<file path="src/saddle_aware_span_interpolation_assert.svh">
// ----------------------------------------------------------------------------
// saddle_aware_span_interpolation assertion macros
// Concurrent assertion wrappers for the span interpolation block; they
// expand to nothing in synthesis.
// ----------------------------------------------------------------------------
`ifndef SADDLE_AWARE_SPAN_INTERPOLATION_ASSERT_SVH
`define SADDLE_AWARE_SPAN_INTERPOLATION_ASSERT_SVH

`ifndef SYNTHESIS
// same-cycle implication
`define SASI_ASSERT_IMPL(label, clk, rst_n, ante, cons) \
    label: assert property (@(posedge clk) disable iff (!rst_n) (ante) |-> (cons)) \
        else $error("sasi assertion failed");
// next-cycle implication
`define SASI_ASSERT_NEXT(label, clk, rst_n, ante, cons) \
    label: assert property (@(posedge clk) disable iff (!rst_n) (ante) |=> (cons)) \
        else $error("sasi assertion failed");
`else
`define SASI_ASSERT_IMPL(label, clk, rst_n, ante, cons)
`define SASI_ASSERT_NEXT(label, clk, rst_n, ante, cons)
`endif

`endif

</file>
<file path="src/sasi_pkg.sv">
// ----------------------------------------------------------------------------
// sasi_pkg
// Shared types and constants of the span interpolation block.
// ----------------------------------------------------------------------------
`default_nettype none

package sasi_pkg;

    // field widths, height limit and queue depth
    localparam int PIX_W        = 8;
    localparam int GRID_W       = 12;
    localparam int ROW_W        = 10;
    localparam int HGT_W        = 11;
    localparam int HEIGHT_LIMIT = 1024;
    localparam int CFG_IDX_W    = 2;
    localparam int CFG_DATA_W   = 11;
    localparam int QUEUE_DEPTH  = 4;

    // configuration register indexes
    localparam logic [CFG_IDX_W-1:0] CFG_IMAGE_WIDTH  = 2'd0;
    localparam logic [CFG_IDX_W-1:0] CFG_IMAGE_HEIGHT = 2'd1;

    // saddle link codes
    localparam logic [1:0] DIAG_NONE = 2'd0;
    localparam logic [1:0] DIAG_MAIN = 2'd1;
    localparam logic [1:0] DIAG_ANTI = 2'd2;

    // face sequence of one pixel
    typedef enum logic [3:0] {
        FS_ZERO,
        FS_HORZ,
        FS_HORZ_END,
        FS_VERT,
        FS_PIXEL,
        FS_PIXEL_END,
        FS_BOT_VERT,
        FS_BOT_PIXEL,
        FS_BOT_END
    } t_face_step;

    // classified pixel, as queued between front and back
    typedef struct packed {
        logic [PIX_W-1:0]  pix;
        logic [PIX_W-1:0]  z_lo;
        logic [PIX_W-1:0]  z_hi;
        logic [1:0]        z_code;
        logic [PIX_W-1:0]  hz_lo;
        logic [PIX_W-1:0]  hz_hi;
        logic [PIX_W-1:0]  vt_lo;
        logic [PIX_W-1:0]  vt_hi;
        logic [GRID_W-1:0] gr0;
        logic [GRID_W-1:0] gc0;
        logic [GRID_W-1:0] gw;
        logic [GRID_W-1:0] gh;
        logic              last_c;
        logic              last_r;
    } t_entry;

    // queue status seen by the front and back ends
    typedef struct packed {
        logic full;
        logic empty;
    } t_queue_stat;

endpackage

`default_nettype wire

</file>
<file path="src/sasi_back.sv">
// ----------------------------------------------------------------------------
// sasi_back
// Walks the faces of the pixel at the queue head, one face per cycle while
// the receiver takes them, into the output register.
// ----------------------------------------------------------------------------
`default_nettype none

module sasi_back (
    input  logic                              i_clk,
    input  logic                              i_rst_n,
    input  sasi_pkg::t_entry                  i_entry,
    input  sasi_pkg::t_queue_stat             i_queue_stat,
    output logic                              o_pop,
    input  logic                              i_face_ready,
    output logic                              o_face_valid,
    output logic [sasi_pkg::GRID_W-1:0]       o_grid_row,
    output logic [sasi_pkg::GRID_W-1:0]       o_grid_col,
    output logic [sasi_pkg::PIX_W-1:0]        o_low_value,
    output logic [sasi_pkg::PIX_W-1:0]        o_high_value,
    output logic [1:0]                        o_diag_code,
    output logic                              o_last_of_run
);

    sasi_pkg::t_face_step        r_step;
    sasi_pkg::t_face_step        n_step;
    sasi_pkg::t_face_step        step_after;
    logic                        r_out_valid;
    logic                        load;
    logic                        f_last;
    logic [sasi_pkg::GRID_W-1:0] f_row;
    logic [sasi_pkg::GRID_W-1:0] f_col;
    logic [sasi_pkg::GRID_W-1:0] row_odd;
    logic [sasi_pkg::GRID_W-1:0] col_odd;
    logic [sasi_pkg::PIX_W-1:0]  f_lo;
    logic [sasi_pkg::PIX_W-1:0]  f_hi;
    logic [1:0]                  f_code;

    // output register takes a face whenever the queue holds an entry and the register is free or being drained
    assign load         = !i_queue_stat.empty && (!r_out_valid || i_face_ready);
    assign o_pop        = load && f_last;
    assign o_face_valid = r_out_valid;
    assign row_odd      = i_entry.gr0 | sasi_pkg::GRID_W'(1);
    assign col_odd      = i_entry.gc0 | sasi_pkg::GRID_W'(1);

    // step register
    always_ff @(posedge i_clk) begin
        if (!i_rst_n) begin
            r_step <= sasi_pkg::FS_ZERO;
        end else begin
            r_step <= n_step;
        end
    end

    // face of the current step and the step after it
    always_comb begin
        step_after = sasi_pkg::FS_ZERO;
        f_last     = 1'b0;
        f_row      = i_entry.gr0;
        f_col      = i_entry.gc0;
        f_lo       = i_entry.pix;
        f_hi       = i_entry.pix;
        f_code     = sasi_pkg::DIAG_NONE;
        case (r_step)
            sasi_pkg::FS_ZERO: begin
                f_lo       = i_entry.z_lo;
                f_hi       = i_entry.z_hi;
                f_code     = i_entry.z_code;
                step_after = sasi_pkg::FS_HORZ;
            end
            sasi_pkg::FS_HORZ: begin
                f_col      = col_odd;
                f_lo       = i_entry.hz_lo;
                f_hi       = i_entry.hz_hi;
                step_after = i_entry.last_c ? sasi_pkg::FS_HORZ_END : sasi_pkg::FS_VERT;
            end
            sasi_pkg::FS_HORZ_END: begin
                f_col      = i_entry.gw;
                f_lo       = i_entry.hz_lo;
                f_hi       = i_entry.hz_hi;
                step_after = sasi_pkg::FS_VERT;
            end
            sasi_pkg::FS_VERT: begin
                f_row      = row_odd;
                f_lo       = i_entry.vt_lo;
                f_hi       = i_entry.vt_hi;
                step_after = sasi_pkg::FS_PIXEL;
            end
            sasi_pkg::FS_PIXEL: begin
                f_row = row_odd;
                f_col = col_odd;
                if (i_entry.last_c) begin
                    step_after = sasi_pkg::FS_PIXEL_END;
                end else if (i_entry.last_r) begin
                    step_after = sasi_pkg::FS_BOT_VERT;
                end else begin
                    f_last = 1'b1;
                end
            end
            sasi_pkg::FS_PIXEL_END: begin
                f_row = row_odd;
                f_col = i_entry.gw;
                if (i_entry.last_r) begin
                    step_after = sasi_pkg::FS_BOT_VERT;
                end else begin
                    f_last = 1'b1;
                end
            end
            sasi_pkg::FS_BOT_VERT: begin
                f_row      = i_entry.gh;
                f_lo       = i_entry.vt_lo;
                f_hi       = i_entry.vt_hi;
                step_after = sasi_pkg::FS_BOT_PIXEL;
            end
            sasi_pkg::FS_BOT_PIXEL: begin
                f_row = i_entry.gh;
                f_col = col_odd;
                if (i_entry.last_c) begin
                    step_after = sasi_pkg::FS_BOT_END;
                end else begin
                    f_last = 1'b1;
                end
            end
            sasi_pkg::FS_BOT_END: begin
                f_row  = i_entry.gh;
                f_col  = i_entry.gw;
                f_last = 1'b1;
            end
            default: begin
                f_last = 1'b1;
            end
        endcase
        if (!load) begin
            n_step = r_step;
        end else if (f_last) begin
            n_step = sasi_pkg::FS_ZERO;
        end else begin
            n_step = step_after;
        end
    end

    // output valid
    always_ff @(posedge i_clk) begin
        if (!i_rst_n) begin
            r_out_valid <= 1'b0;
        end else if (load) begin
            r_out_valid <= 1'b1;
        end else if (i_face_ready) begin
            r_out_valid <= 1'b0;
        end
    end

    // output payload
    always_ff @(posedge i_clk) begin
        if (load) begin
            o_grid_row    <= f_row;
            o_grid_col    <= f_col;
            o_low_value   <= f_lo;
            o_high_value  <= f_hi;
            o_diag_code   <= f_code;
            o_last_of_run <= f_last;
        end
    end

endmodule

`default_nettype wire

</file>
<file path="config.mk">
export PLATFORM = sky130hd
export DESIGN_NAME = sasi_back
export DESIGN_NICKNAME = d
export VERILOG_FILES = /design/src/saddle_aware_span_interpolation_assert.svh /design/src/sasi_pkg.sv /design/src/sasi_back.sv
export SDC_FILE = /design/constraint.sdc
export NUM_CORES = 1
export LEC_CHECK = 0
export BUFFER_PORTS_ARGS = -buffer_cell sky130_fd_sc_hd__buf_2
export CAP_MARGIN = 20
export CORE_MARGIN = 4
export CORE_UTILIZATION = 47
export DETAILED_ROUTE_END_ITERATION = 8
export HOLD_SLACK_MARGIN = 0.03
export PLACE_DENSITY_LB_ADDON = 0.12
export SYNTH_ARGS = -nofsm -noshare
export SYNTH_HDL_FRONTEND = slang
export SYNTH_SLANG_ARGS = --single-unit
</file>
<file path="constraint.sdc">
create_clock -name i_clk -period 3.47 [get_ports i_clk]
set_input_delay 0.1735 -clock i_clk [delete_from_list [all_inputs] [get_ports i_clk]]
set_output_delay 0.1735 -clock i_clk [all_outputs]
set_load 0.03 [all_outputs]
</file>
==> run_results.csv <==
group,metric,value,unit
floorplanning,start_util,48.7,%
timing,worst_pin_slew,0.922,ns
global_routing,grt_pass1_wl,10700,um
critical_path,cp-start-kind,"flip-flop",
synthesis,yosysWarnings,0,
layout,stdcell_area,3550,um2
floorplanning,die_w,83.8,um
timing,max_freq,0.406,GHz
route,wl_met2,3170,um
route,drt_wl_total,6870,um
power,p_sw,0.387,mW
timing,finalMaxSlewViolations,0,
floorplanning,rows,27,
clock_network,ctsHoldBuffers,0,
placement,place_area,3450,um2
synthesis,synthDominantCellAreaShare,47.9,%
critical_path,cp.required,3.52,ns
clock_network,cts.sinks,48,
floorplanning,core-area,5540,um2
clock_network,cts_root_buf,"clkbuf_8",
clock_network,clkLatencyLatePin,0.30,ns
layout,final_net_count,488,
timing,period_needed,2.46,ns
placement,post-place-ws,0.947,ns
layout,stdcell_count,448,
route,num_vias,2389,
timing,maxSlewHeadroom,38.5,%
clock_network,cts_tree,"done",
synthesis,synth-edff-count,43,
synthesis,postSynth.asyncResetShare,0,%
power,p_comb_share,24.0,%
route,routedLengthMet1,2800,um
route,wl_met3,732,um
placement,place_inst,439,
clock_network,htree_levels,2,
synthesis,synth_seq_cells,48,
global_routing,grt_max_degree,44,
route,firstDrtPassIters,5,
route,drcViolationCount,0,
status,status,"finished, final reports clean",
placement,io_buffer_count,156,
power,pwr_density_cell,379,nW/um2
timing,setup_violations,0,
route,final_antenna_net_count,0,
floorplanning,fp.dieArea,7020,um2
timing,fin_hold_ws,0.140,ns
timing,setup_ws,1.01,ns
run,cap_violations,0,
route,drt-wirelength-per-cell,15.3,um
timing,fin_crit_sh,71.0,%
synthesis,synth_top_cell_by_area,"edfxtp_1",
synthesis,synthesis.area,2700,um2
synthesis,syn_inst,227,
placement,hpwl,5180,um
clock_network,cts_resized,0,
timing,finalHoldViolations,0,
power,clock_power_share,23.7,%
synthesis,synth_ff_type,"edfxtp_1",
floorplanning,chipHeight,83.8,um
timing,fin_setup_tns,0,ns
critical_path,crit_type,"flip-flop to flip-flop",
route,vias_per_cell,5.33,
clock_network,clkTransAtPathRegs,0.09,ns
synthesis,synth_nets,340,
power,seq_power_share,52.3,%
power,finalPower,1.35,mW
clock_network,cts_setup_buffers,0,
synthesis,yosysSeqAreaShare,51.6,%
global_routing,grt_usage,18.8,%
placement,gp_congestion,0.835,
timing,rsz0062_at_grt,"no",
route,top_layer,"met4",
synthesis,synthDistinctLibCells,37,
critical_path,crit_arrival,2.51,ns
floorplanning,pin_count,158,
synthesis,ys_top_cells_by_count,"nand2_1, edfxtp_1, mux2_4, a22oi_1, o2111ai_1",
global_routing,grt_pass1_vias,2253,
global_routing,grt_overflow,0,
worst_hold_path,hp-class,"input pin to flip-flop",
layout,post-route-util,64.1,%
layout,n_antenna_cell,0,
power,leakagePower,1.62,nW
layout,layout-drive-gt1-share,51.6,%
critical_path,crit_path_end_kind,"flip-flop",
route,drt_iter0_drc,93,
critical_path,cp_max_fo,19,
layout,syn_to_final_growth,31.6,%
power,irDropWorstVdd,0.000193,V
clock_network,clockBufferDepth,2,
synthesis,yosysMostFrequentCell,"nand2_1",
clock_network,cts_buffers,5,
power,p_int,0.958,mW
global_routing,antenna_found_initial,0,
power,p_sw_share,28.8,%
timing,finalClockSkew,0.00458,ns
synthesis,synth_area_per_cell,11.9,um2
synthesis,synth_area_leaders,"edfxtp_1, mux2_4, nand2_1, o2111ai_1, a22oi_1",
-- sequential cells by signal, summed over array words and instances, names as in the netlist --
register       cells
o_face_valid       1
o_grid_col        12
o_diag_code        2
o_high_value       8
o_low_value        8
r_step             4
o_last_of_run      1
o_grid_row        12
-- logic make-up after synthesis --
logic type / count (synthesis) / synth area share [%]
and+or+nand+nor: 70 / 13.2
AOI/OAI and AO/OA: 61 / 16.9
DFF: 48 / 51.6
buffers and inverters: 23 / 5.57
muxes: 22 / 11.8
xor gates and xnor gates: 3 / 0.974
-- placed cells by master (no fill, tap or decap), types with 2 or more instances in the layout --
cell,instances
a21oi_1,5
mux2_1,3
clkinvlp_4,2
clkbuf_8,5
nor2b_1,5
a21oi_2,2
buf_2,156
a22oi_1,18
buf_4,2
nor3_2,2
o211a_1,2
nand2_1,45
o2111ai_1,17
inv_1,4
nor3_1,3
dfxtp_1,5
o21a_1,3
nor2_1,5
o21ai_0,7
nand2b_1,2
and3_1,2
mux2_4,19
xnor2_1,3
edfxtp_1,43
-- power groups by stage --
stage               registers, mW  clock network, mW  logic (mW)
detailed placement          0.718                  0       0.319
finish                      0.704              0.318       0.323
global placement            0.716                  0       0.316
floorplan                   0.794                  0       0.123
global route                0.709              0.364       0.348
CTS                         0.704              0.331       0.320
-- critical path: stages, from the launching register on --
cell and delay [ns]:
dfxtp_1 0.81, nand2b_1 0.22, nor2_1 0.07, a21oi_2 0.73, mux2_1 0.38
-- final cells by class --
cell class	instances	area, um2
Clock buffer	5	68.8
Clock inverter	3	18.8
Fill cell	476	1990
Inverter	5	18.8
Multi-Input combinational cell	156	1160
Sequential cell	48	1390
Tap cell	72	90.1
Timing Repair Buffer	159	807
-- routing by layer --
layer,global-route usage (%),up-vias
met3,6.42,13
met1,24.4,1086
met5,0,-
met4,6.87,0
met2,29.1,136
li1,-,1154
-- worst paths after layout --
check	startpoint	end	slack (ns)	depth (start not counted)
max reg2reg	r_step[3]$_SDFFE_PN0P_	o_grid_col[11]$_DFFE_PP_	1.01	4
min	i_rst_n	o_face_valid$_SDFFE_PN0P_	0.14	2
min reg2reg	o_face_valid$_SDFFE_PN0P_	o_face_valid$_SDFFE_PN0P_	0.68	2
max	r_step[3]$_SDFFE_PN0P_	o_grid_col[11]$_DFFE_PP_	1.01	4
(Power assumes the default switching activity.)
