$ cat config.mk
export PLATFORM = sky130hd
export DESIGN_NAME = sasi_queue
export DESIGN_NICKNAME = d
export VERILOG_FILES = /design/src/saddle_aware_span_interpolation_assert.svh /design/src/sasi_pkg.sv /design/src/sasi_queue.sv
export SDC_FILE = /design/constraint.sdc
export NUM_CORES = 1
export LEC_CHECK = 0
export ABC_CLOCK_PERIOD_IN_PS = 4500
export BUFFER_PORTS_ARGS = -buffer_cell sky130_fd_sc_hd__buf_2
export CORE_MARGIN = 5
export CORE_UTILIZATION = 30
export CTS_CLUSTER_SIZE = 40
export DETAILED_ROUTE_END_ITERATION = 7
export RECOVER_POWER = 100
export SLEW_MARGIN = 20
export SYNTH_ARGS = -nofsm -noshare
export SYNTH_HDL_FRONTEND = slang
export SYNTH_SLANG_ARGS = --single-unit
$ cat constraint.sdc
create_clock -name i_clk -period 4.5 [get_ports i_clk]
set_clock_uncertainty 0.1 [all_clocks]
set_input_delay 0.9 -clock i_clk [delete_from_list [all_inputs] [get_ports i_clk]]
set_output_delay 0.9 -clock i_clk [all_outputs]
set_load 0.05 [all_outputs]
$ cat src/saddle_aware_span_interpolation_assert.svh
// ----------------------------------------------------------------------------
// saddle_aware_span_interpolation assertion macros
// Concurrent assertion wrappers for the span interpolation block; they
// expand to nothing in synthesis.
// ----------------------------------------------------------------------------
`ifndef SADDLE_AWARE_SPAN_INTERPOLATION_ASSERT_SVH
`define SADDLE_AWARE_SPAN_INTERPOLATION_ASSERT_SVH

`ifndef SYNTHESIS
// same-cycle implication
`define SASI_ASSERT_IMPL(label, clk, rst_n, ante, cons) \
    label: assert property (@(posedge clk) disable iff (!rst_n) (ante) |-> (cons)) \
        else $error("sasi assertion failed");
// next-cycle implication
`define SASI_ASSERT_NEXT(label, clk, rst_n, ante, cons) \
    label: assert property (@(posedge clk) disable iff (!rst_n) (ante) |=> (cons)) \
        else $error("sasi assertion failed");
`else
`define SASI_ASSERT_IMPL(label, clk, rst_n, ante, cons)
`define SASI_ASSERT_NEXT(label, clk, rst_n, ante, cons)
`endif

`endif

$ cat src/sasi_pkg.sv
// ----------------------------------------------------------------------------
// sasi_pkg
// Shared types and constants of the span interpolation block.
// ----------------------------------------------------------------------------
`default_nettype none

package sasi_pkg;

    // field widths, height limit and queue depth
    localparam int PIX_W        = 8;
    localparam int GRID_W       = 12;
    localparam int ROW_W        = 10;
    localparam int HGT_W        = 11;
    localparam int HEIGHT_LIMIT = 1024;
    localparam int CFG_IDX_W    = 2;
    localparam int CFG_DATA_W   = 11;
    localparam int QUEUE_DEPTH  = 4;

    // configuration register indexes
    localparam logic [CFG_IDX_W-1:0] CFG_IMAGE_WIDTH  = 2'd0;
    localparam logic [CFG_IDX_W-1:0] CFG_IMAGE_HEIGHT = 2'd1;

    // saddle link codes
    localparam logic [1:0] DIAG_NONE = 2'd0;
    localparam logic [1:0] DIAG_MAIN = 2'd1;
    localparam logic [1:0] DIAG_ANTI = 2'd2;

    // face sequence of one pixel
    typedef enum logic [3:0] {
        FS_ZERO,
        FS_HORZ,
        FS_HORZ_END,
        FS_VERT,
        FS_PIXEL,
        FS_PIXEL_END,
        FS_BOT_VERT,
        FS_BOT_PIXEL,
        FS_BOT_END
    } t_face_step;

    // classified pixel, as queued between front and back
    typedef struct packed {
        logic [PIX_W-1:0]  pix;
        logic [PIX_W-1:0]  z_lo;
        logic [PIX_W-1:0]  z_hi;
        logic [1:0]        z_code;
        logic [PIX_W-1:0]  hz_lo;
        logic [PIX_W-1:0]  hz_hi;
        logic [PIX_W-1:0]  vt_lo;
        logic [PIX_W-1:0]  vt_hi;
        logic [GRID_W-1:0] gr0;
        logic [GRID_W-1:0] gc0;
        logic [GRID_W-1:0] gw;
        logic [GRID_W-1:0] gh;
        logic              last_c;
        logic              last_r;
    } t_entry;

    // queue status seen by the front and back ends
    typedef struct packed {
        logic full;
        logic empty;
    } t_queue_stat;

endpackage

`default_nettype wire

$ cat src/sasi_queue.sv
// ----------------------------------------------------------------------------
// sasi_queue
// Short queue of classified pixels between the front and the back end.
// ----------------------------------------------------------------------------
`default_nettype none

module sasi_queue (
    input  logic                  i_clk,
    input  logic                  i_rst_n,
    input  logic                  i_push,
    input  sasi_pkg::t_entry      i_entry,
    input  logic                  i_pop,
    output sasi_pkg::t_entry      o_entry,
    output sasi_pkg::t_queue_stat o_stat
);

    localparam int DEPTH = sasi_pkg::QUEUE_DEPTH;
    localparam int AW    = $clog2(DEPTH);

    sasi_pkg::t_entry r_slot [DEPTH];
    logic [AW-1:0]    r_wr_ptr;
    logic [AW-1:0]    r_rd_ptr;
    logic [AW:0]      r_count;

    // status and head entry
    assign o_stat.full  = (r_count == (AW+1)'(DEPTH));
    assign o_stat.empty = (r_count == '0);
    assign o_entry      = r_slot[r_rd_ptr];

    // pointers and fill level
    always_ff @(posedge i_clk) begin
        if (!i_rst_n) begin
            r_wr_ptr <= '0;
            r_rd_ptr <= '0;
            r_count  <= '0;
        end else begin
            if (i_push) begin
                r_wr_ptr <= r_wr_ptr + 1'b1;
            end
            if (i_pop) begin
                r_rd_ptr <= r_rd_ptr + 1'b1;
            end
            if (i_push && !i_pop) begin
                r_count <= r_count + 1'b1;
            end else if (i_pop && !i_push) begin
                r_count <= r_count - 1'b1;
            end
        end
    end

    // storage
    always_ff @(posedge i_clk) begin
        if (i_push) begin
            r_slot[r_wr_ptr] <= i_entry;
        end
    end

endmodule

`default_nettype wire

==> results of run 1 <==
## worst max path at each step
stage / startpoint / endpoint / slack (ns)
floorplan: i_push / r_slot[0][0] / 0.53
global placement: flip-flop / o_entry[37] / 1.45
detailed placement: flip-flop / o_entry[37] / 1.43
CTS: flip-flop / o_entry[28] / 0.80
global route: flip-flop / o_entry[59] / 0.44
finish: flip-flop / o_entry[37] / 0.71
## logic make-up (layout without fill, tap and decap cells)
logic type                 count (synthesis)  in the layout  share of synthesized area, %
buffers and inverters                     28            326                         0.962
and+or+nand+nor                           15             15                         0.571
xor gates and xnor gates                   5              5                         0.274
AOI/OAI and AO/OA                          2              2                        0.0782
adders and majority gates                  6              6                         0.516
other                                      0              1                             0
DFF                                      441            441                          82.3
muxes                                    110            110                          15.3
## worst max-delay path: cells and delay by family, from the launching register on
kind     cells  cell delay [ns]
flops        1             0.84
mux          1             0.57
buf+inv      2             0.81
## per-stage QoR
stage          cells  cell area, um2  total power, W
2_1_floorplan    607           16000         0.00585
3_3_place_gp    1509           18100         0.00622
3_5_place_dp    1509           18100         0.00624
4_1_cts         1593           19500         0.00994
5_1_grt         1593           19200          0.0101
6_report        1594           19200         0.00972
## layer usage
| metal | vias up | part of all wire [%] |
|---|---|---|
| li1 | 3146 | - |
| met1 | 3814 | 42 |
| met2 | 202 | 48 |
| met3 | 52 | 7.4 |
| met4 | 2 | 2.1 |
| met5 | - | 0.040 |
## power by group
| group | leakage, nW | internal (W) | switching, W | total (W) |
|---|---|---|---|---|
| Sequential | 4.04 | 0.00473 | 0.0000622 | 0.00480 |
| Clock | 0.717 | 0.00216 | 0.00150 | 0.00365 |
| Combinational | 1.08 | 0.000336 | 0.000937 | 0.00127 |
| Total | 5.84 | 0.00722 | 0.00250 | 0.00972 |
## sequential cells by signal, summed over array words and instances (netlist names), named ones only
register,flops
r_slot,432
r_count,3
r_rd_ptr,2
r_wr_ptr,2
## layout by cell type, fill, tap and decap left out
master     synthesis  routed
xnor2_1            2       2
mux2i_1            2       2
edfxtp_1         432     432
clkbuf_16          0      49
inv_1              4       4
buf_4              0       2
buf_2             12      10
or3_1              1       1
dfxtp_4            0       2
clkinv_2           0       7
inv_6              0       1
xor2_1             3       3
clkinv_1           0      11
nor3_1             1       1
clkbuf_2           0       5
buf_12             0       4
and2_0             0       6
mux4_2           108     108
a21boi_0           1       1
clkinv_4           0       2
nor2b_1            2       2
bufinv_16          0       3
fa_1               1       1
nor3b_1            1       1
clkbuf_1           8     228
o21ai_0            1       1
ha_1               5       5
and2_1             9       3
nand2_1            1       1
diode_2            0       1
dfxtp_1            9       7
## final cells by class
class	instances	area [um2]
multi-input combinational	138	2680
inverter	4	15.0
tap	688	861
clock inverter	24	193
clock buffer	60	1270
fill	4876	33500
timing repair buffer	238	985
antenna	1	2.50
sequential	441	13200
==> impl_metrics.ini, run 1 <==
[outcome]
status = complete, but fails checks
violations = capacitance limit, slew limit

[placement]
routabilityCongestion = 0.697
dp_hpwl_um = 19300
dp_slack_ns = 1.43
portBuffers = 221

[synthesis]
ys_seq_area_share_pct = 82.3
post-synth-top-count-cell = edfxtp_1
synth_top_flop_cell = edfxtp_1
async_flop_share_pct = 0
ys_warn_count = 0
synth_area_leaders = edfxtp_1 (81%), mux4_2 (15%), dfxtp_1 (1.1%), ha_1 (0.39%), buf_2 (0.38%)
synth_top_area_share_pct = 81.1
ys_types = 21
syn_avg_cell_area_um2 = 26.3
syn_area_um2 = 16000
ys_seq_elements = 441
synth_fp_nets = 725
synth_top_cells_by_count = edfxtp_1 (432), mux4_2 (108), buf_2 (12), and2_1 (9), dfxtp_1 (9)
syn_inst = 607
synth_top_area_cell = edfxtp_1
synth_edf_count = 432

[clocking]
cts-root-buf = clkbuf_16
clock_latency_ns = 0.55
clock_sinks = 441
post-cts-setup-buffers = 0
path_clk_slew_ns = 0.06
cts_tree = yes
h-tree-depth = 2
hold_buffers = 0
cts_buffers = 48
cts_buffer_depth = 3
cts.repair.resized = 0

[die]
die-area_um2 = 58000
num_io_pins = 222
core_area_um2 = 52700
die_height_um = 241
row_count = 84
dieWidth_um = 241
start_util_pct = 30.4

[timing]
tns_ns = 0
whs_ns = 0.407
final-setup-viol-count = 0
slew_violations = 401
hold_viol_final = 0
finalCritPeriodShare_pct = 84.2
rsz0062_at_grt = false
setup_ws_ns = 0.712
period_needed_ns = 3.79
worst_slew_pin_slew_ns = 3.06
slew_headroom_pct = -104
clock.fmax_mhz = 264

[routing]
viasPerCell = 4.53
avgRoutedWirePerCell_um = 20.4
vias = 7216
first_pass_iters = 4
route.detailed.drc = 0
first_iter_violations = 358
ant_nets = 0
wirelength_um = 32600

[global_route]
grt.met3_usage_pct = 3.60
grt_busiest_layer = met2
grt_pass1_wl_um = 48600
grt_use_total_pct = 11.0
overflow = 0
grt_max_degree = 64
gr-usage-met1_pct = 14.3
met2_usage_pct = 18.0
antenna_found_initial = 3
grt_pass1_vias = 7893

[final_layout]
utilization_pct = 36.4
drive_gt1_share_pct = 21.3
layout.nets = 989
syn_to_final_growth_pct = 19.9

[worst_setup_path]
rrSetupSlack_ns = 0.86
max_stage_delay_ns = 0.84
r2r-end = r_slot[1][12]
r2r_start = r_wr_ptr[0]
crit_fanout = 32
path_cells = clkbuf_2, mux4_2, clkbuf_1
cp_slowest_cell = dfxtp_4
cp.required_ns = 3.50
reg2reg_depth = 3
end_kind = output pin
crit_arrival_ns = 2.79
start_kind = flip-flop
path_class = reg -> out

[worst_hold_path]
min-delay-start = r_count[2]
hold_end = r_count[2]
hold_path_depth = 2
hold_class = reg -> reg

[job]
drv_cap = 8

[power_and_ir_drop]
leakage_nw = 5.84
peakVddDrop_mv = 0.380
powerDensity_nw_per_um2 = 507
Note: power is estimated with default switching activity, not from simulation.
==> run 2, diff against run 1 <==
- ABC_CLOCK_PERIOD_IN_PS: 4500 -> 3300
- clock period: 4.5 -> 3.3 ns (I/O delays scaled with it)
==> run 2 against run 1 <==
Against the previous run: the flow still finishes with violations (capacitance limit, slew limit); sequential power up 36%; via count is 0.19% lower; total power grew 38%; non-clock buffer count unchanged; hold slack got worse by 0.17 ns; worst setup slack lost 0.49 ns; routed wire length increased by 1.5%; critical path depth is the same; count of clock-buffer cells in the layout is 5 lower; global-route usage grew 0.19 points; first-iteration DRC count grew 26%; register-to-register slack lost 0.42 ns.
==> impl_metrics.ini, run 2 (synthesized netlist as in run 1, its figures left out) <==
[routing]
viasPerCell = 4.51
route.detailed.drc = 0
ant_nets = 0
first_pass_iters = 4
vias = 7202
avgRoutedWirePerCell_um = 20.7
first_iter_violations = 452
wirelength_um = 33000

[global_route]
grt_pass1_vias = 7881
antenna_found_initial = 2
grt_max_degree = 60
grt_pass1_wl_um = 48900
overflow = 0
grt_use_total_pct = 11.2

[final_layout]
layout.nets = 989
reg_top3 = r_slot (432), r_count (3)
fill_cells = 4795
largest-register = r_slot
drive_gt1_share_pct = 33.1
fin_area_um2 = 19400
largest_register_ffs = 432
syn_to_final_growth_pct = 21.4
utilization_pct = 36.9
final_cell_mix = edfxtp_1 (432), clkbuf_1 (123), mux4_2 (108)
layout_commonest_cell = edfxtp_1

[die]
die-area_um2 = 58000
dieWidth_um = 241
row_count = 84
num_io_pins = 222
start_util_pct = 30.4
die_height_um = 241
core_area_um2 = 52700

[outcome]
status = complete, but fails checks
violations = capacitance limit, slew limit

[timing]
worst_slew_pin_slew_ns = 1.90
final-setup-viol-count = 0
finalCritPeriodShare_pct = 93.3
rsz0062_at_grt = false
tns_ns = 0
slew_violations = 143
slew_headroom_pct = -26.8
hold_viol_final = 0
period_needed_ns = 3.08
setup_ws_ns = 0.222
clock.fmax_mhz = 325

[clocking]
path_clk_slew_ns = 0.06
cts_buffers = 48
cts.repair.resized = 0
clock_sinks = 441
cts_tree = yes
post-cts-setup-buffers = 0
hold_buffers = 0
cts_buffer_depth = 3
cts-root-buf = clkbuf_16
clock_latency_ns = 0.58
h-tree-depth = 2

[worst_setup_path]
path_cells = buf_6, mux4_2, clkbuf_2
path_class = reg -> out
crit_fanout = 43
start_kind = flip-flop
end_kind = output pin
crit_arrival_ns = 2.32
crit_buf_inv = 2
cp_top_family = buffers and inverters
cp_slowest_cell = dfxtp_4
max_stage_delay_ns = 0.55
cp.required_ns = 2.54

[power_and_ir_drop]
peakVddDrop_mv = 0.416
powerDensity_nw_per_um2 = 689
leakage_nw = 6.19
power.total_w = 0.0134

[worst_hold_path]
hold_class = in -> reg

[placement]
dp_hpwl_um = 19700
portBuffers = 221
dp_slack_ns = 0.860
place_area_um2 = 18100
routabilityCongestion = 0.686

[job]
drv_cap = 4
-- run 2: cell count changes in the layout (fill, tap and decap cells not counted), sizes merged --
| cell | change |
|---|---|
| clkbuf | -15 |
| buf | +10 |
| clkinv | +6 |
| inv | +3 |
-- run 2: through the flow --
stage	hold WS, ns	std cells
final	0.241	1598
after detailed placement	0.407	1509
after CTS	0.136	1597
after global routing	0.187	1597
after floorplan	0.372	607
after global placement	0.387	1509
-- run 2: metal layers --
| layer | up-vias | track usage [%] | wire, um |
|---|---|---|---|
| met4 | 2 | 2.84 | 618 |
| met2 | 182 | 18.0 | 16100 |
| met3 | 51 | 3.49 | 2160 |
| li1 | 3157 | - | - |
| met5 | - | 0 | 13 |
| met1 | 3810 | 15.2 | 14100 |
-- run 2: final timing paths --
check               from       endpoint  slack [ns]  cells past startpoint
min reg2reg   r_count[2]     r_count[2]        0.41                      2
max            flip-flop    o_entry[89]        0.22                      3
max reg2reg  r_wr_ptr[0]  r_slot[0][20]        0.44                      4
min          i_entry[11]  r_slot[1][11]        0.24                      1
-- run 2: cell type report --
cell class                      instances  area, um2  share of cell area (%)
Sequential cell                       441      13200                    67.8
Clock buffer                           55       1230                    6.32
Clock inverter                         33        267                    1.37
Multi-Input combinational cell        138       2680                    13.8
Tap cell                              688        861                    4.43
Timing Repair Buffer                  238       1200                    6.17
Antenna cell                            1       2.50                  0.0129
Inverter                                4       15.0                  0.0773
-- run 2: worst register-to-register path, delay by kind of cell (launching register included) --
kind          cells  cell delay (ns)
buf+inv           2             0.71
fa+ha+maj         1             0.13
simple gates      1             1.18
flops             1             0.35
-- run 2: power breakdown --
part / internal (W) / switching (W) / total [W]
combinational: 0.000520 / 0.00130 / 0.00182
sequential: 0.00644 / 0.0000723 / 0.00651
clock: 0.00292 / 0.00214 / 0.00505
total: 0.00988 / 0.00350 / 0.0134
==> run 3, diff against run 2 <==
==> constraint.sdc (replaced) <==
create_clock -name i_clk -period 3.3 [get_ports i_clk]
set_clock_uncertainty 0.1 [all_clocks]
set_input_delay 0.33 -clock i_clk [delete_from_list [all_inputs] [get_ports i_clk]]
set_output_delay 0.33 -clock i_clk [all_outputs]
set_load 0.05 [all_outputs]
==> run 3 against run 2 <==
Against the previous run: the flow still finishes with violations (capacitance limit, slew limit); final area up 5.4%; global-route usage grew 0.22 points; hold slack worse by 0.14 ns; maximum frequency increased by 3.1%.
==> impl_metrics.ini, run 3 (synthesized netlist as in run 1, its figures left out) <==
[outcome]
status = complete, but fails checks
violations = capacitance limit, slew limit

[worst_setup_path]
rrSetupSlack_ns = 0.36
path_class = reg -> out
start_kind = flip-flop
cp.required_ns = 2.87
reg2reg_depth = 4
crit_arrival_ns = 2.56
end_kind = output pin
crit_fanout = 31

[placement]
routabilityCongestion = 0.666
place_area_um2 = 18100
portBuffers = 221
dp_hpwl_um = 19500

[global_route]
grt_pass1_wl_um = 50600
grt_use_total_pct = 11.5
grt_pass1_vias = 8394
grt_max_degree = 108
antenna_found_initial = 3
overflow = 0

[clocking]
cts_buffer_depth = 3
path_clk_slew_ns = 0.06
cts.repair.resized = 0
cts_tree = yes
clock_latency_ns = 0.57
post-cts-setup-buffers = 0
cts_buffers = 47
hold_buffers = 109
clock_sinks = 441
cts-root-buf = clkbuf_16
h-tree-depth = 2

[routing]
first_iter_violations = 366
wirelength_um = 33500
route.detailed.drc = 0
ant_nets = 0
first_pass_iters = 4
viasPerCell = 4.46
vias = 7618
avgRoutedWirePerCell_um = 19.6

[die]
dieWidth_um = 241
num_io_pins = 222
row_count = 84
start_util_pct = 30.4
core_area_um2 = 52700
die_height_um = 241
die-area_um2 = 58000

[final_layout]
layout_commonest_cell = edfxtp_1
syn_to_final_growth_pct = 28.0
fin_area_um2 = 20500
reg_top3 = r_slot (432), r_count (3)
largest_register_ffs = 432
final_cell_mix = edfxtp_1 (432), clkbuf_1 (143), dlygate4sd3_1 (109)
drive_gt1_share_pct = 28.3
largest-register = r_slot
layout.nets = 1100

[worst_hold_path]
hold_class = in -> reg
hold_path_depth = 3

[timing]
hold_viol_final = 0
slew_violations = 205
slew_headroom_pct = -39.0
clock.fmax_mhz = 335
final-setup-viol-count = 0
rsz0062_at_grt = false
worst_slew_pin_slew_ns = 2.09
whs_ns = 0.0964
period_needed_ns = 2.99
finalCritPeriodShare_pct = 90.5
tns_ns = 0

[power_and_ir_drop]
p_comb_share_pct = 14.0
internal-power_w = 0.00995
powerDensity_nw_per_um2 = 658
p_seq_share_pct = 48.6
leakage_nw = 6.57
power_frac_clock_pct = 37.4
peakVddDrop_mv = 0.450
swShare_pct = 26.1
power_switching_w = 0.00352
power.total_w = 0.0135

[job]
drv_cap = 3
[run 3: cell count changes in the layout (fill, tap and decap cells not counted), moves of 3 or more]
cell	delta
clkinv_2	-4
clkbuf_2	-12
clkinvlp_4	+4
clkinv_1	-8
dlygate4sd3_1	+109
clkbuf_1	+20
buf_4	+3
[run 3: metal layers]
| metal | up-vias | share of wire (%) | global-route usage [%] |
|---|---|---|---|
| met3 | 50 | 6.1 | 3.12 |
| met1 | 4008 | 42 | 14.9 |
| met4 | 0 | 1.9 | 2.96 |
| met2 | 180 | 50 | 19.2 |
| li1 | 3380 | - | - |
| met5 | - | 0 | 0 |
[run 3: layout make-up]
class,count,area [um2]
tap,688,861
inverter,4,15.0
antenna,3,7.51
clock buffer,58,1240
sequential,441,13200
fill,4723,32200
multi-input combinational,138,2690
clock inverter,25,235
timing repair buffer,350,2260
[run 3: worst max-delay path, stage by stage (launching register included)]
cell and delay [ns]:
dfxtp_4 0.82, clkbuf_1 0.32, mux4_2 0.57, clkbuf_2 0.26
[run 3: power groups by stage]
stage | Clock, W | Sequential, W | Combinational (W)
floorplan | 0 | 0.00660 | 0.00136
global placement | 0 | 0.00665 | 0.00185
detailed placement | 0 | 0.00666 | 0.00187
CTS | 0.00522 | 0.00654 | 0.00198
global route | 0.00545 | 0.00657 | 0.00200
finish | 0.00503 | 0.00655 | 0.00189
[run 3: worst paths after layout]
check | end | from
hold reg to reg | r_count[2] | r_count[2]
setup reg to reg | r_slot[0][53] | r_wr_ptr[0]
setup / recovery | o_entry[93] | flip-flop
hold / removal | r_wr_ptr[1] | i_push
[run 3: per-stage QoR]
step                      setup WS (ns)  util [%]  instances
final                             0.315      38.9       1707
after global routing              0.106      38.9       1705
after CTS                         0.255      39.3       1704
after detailed placement          0.898      34.5       1512
after global placement            0.914      34.5       1512
after floorplan                   0.887         -        607
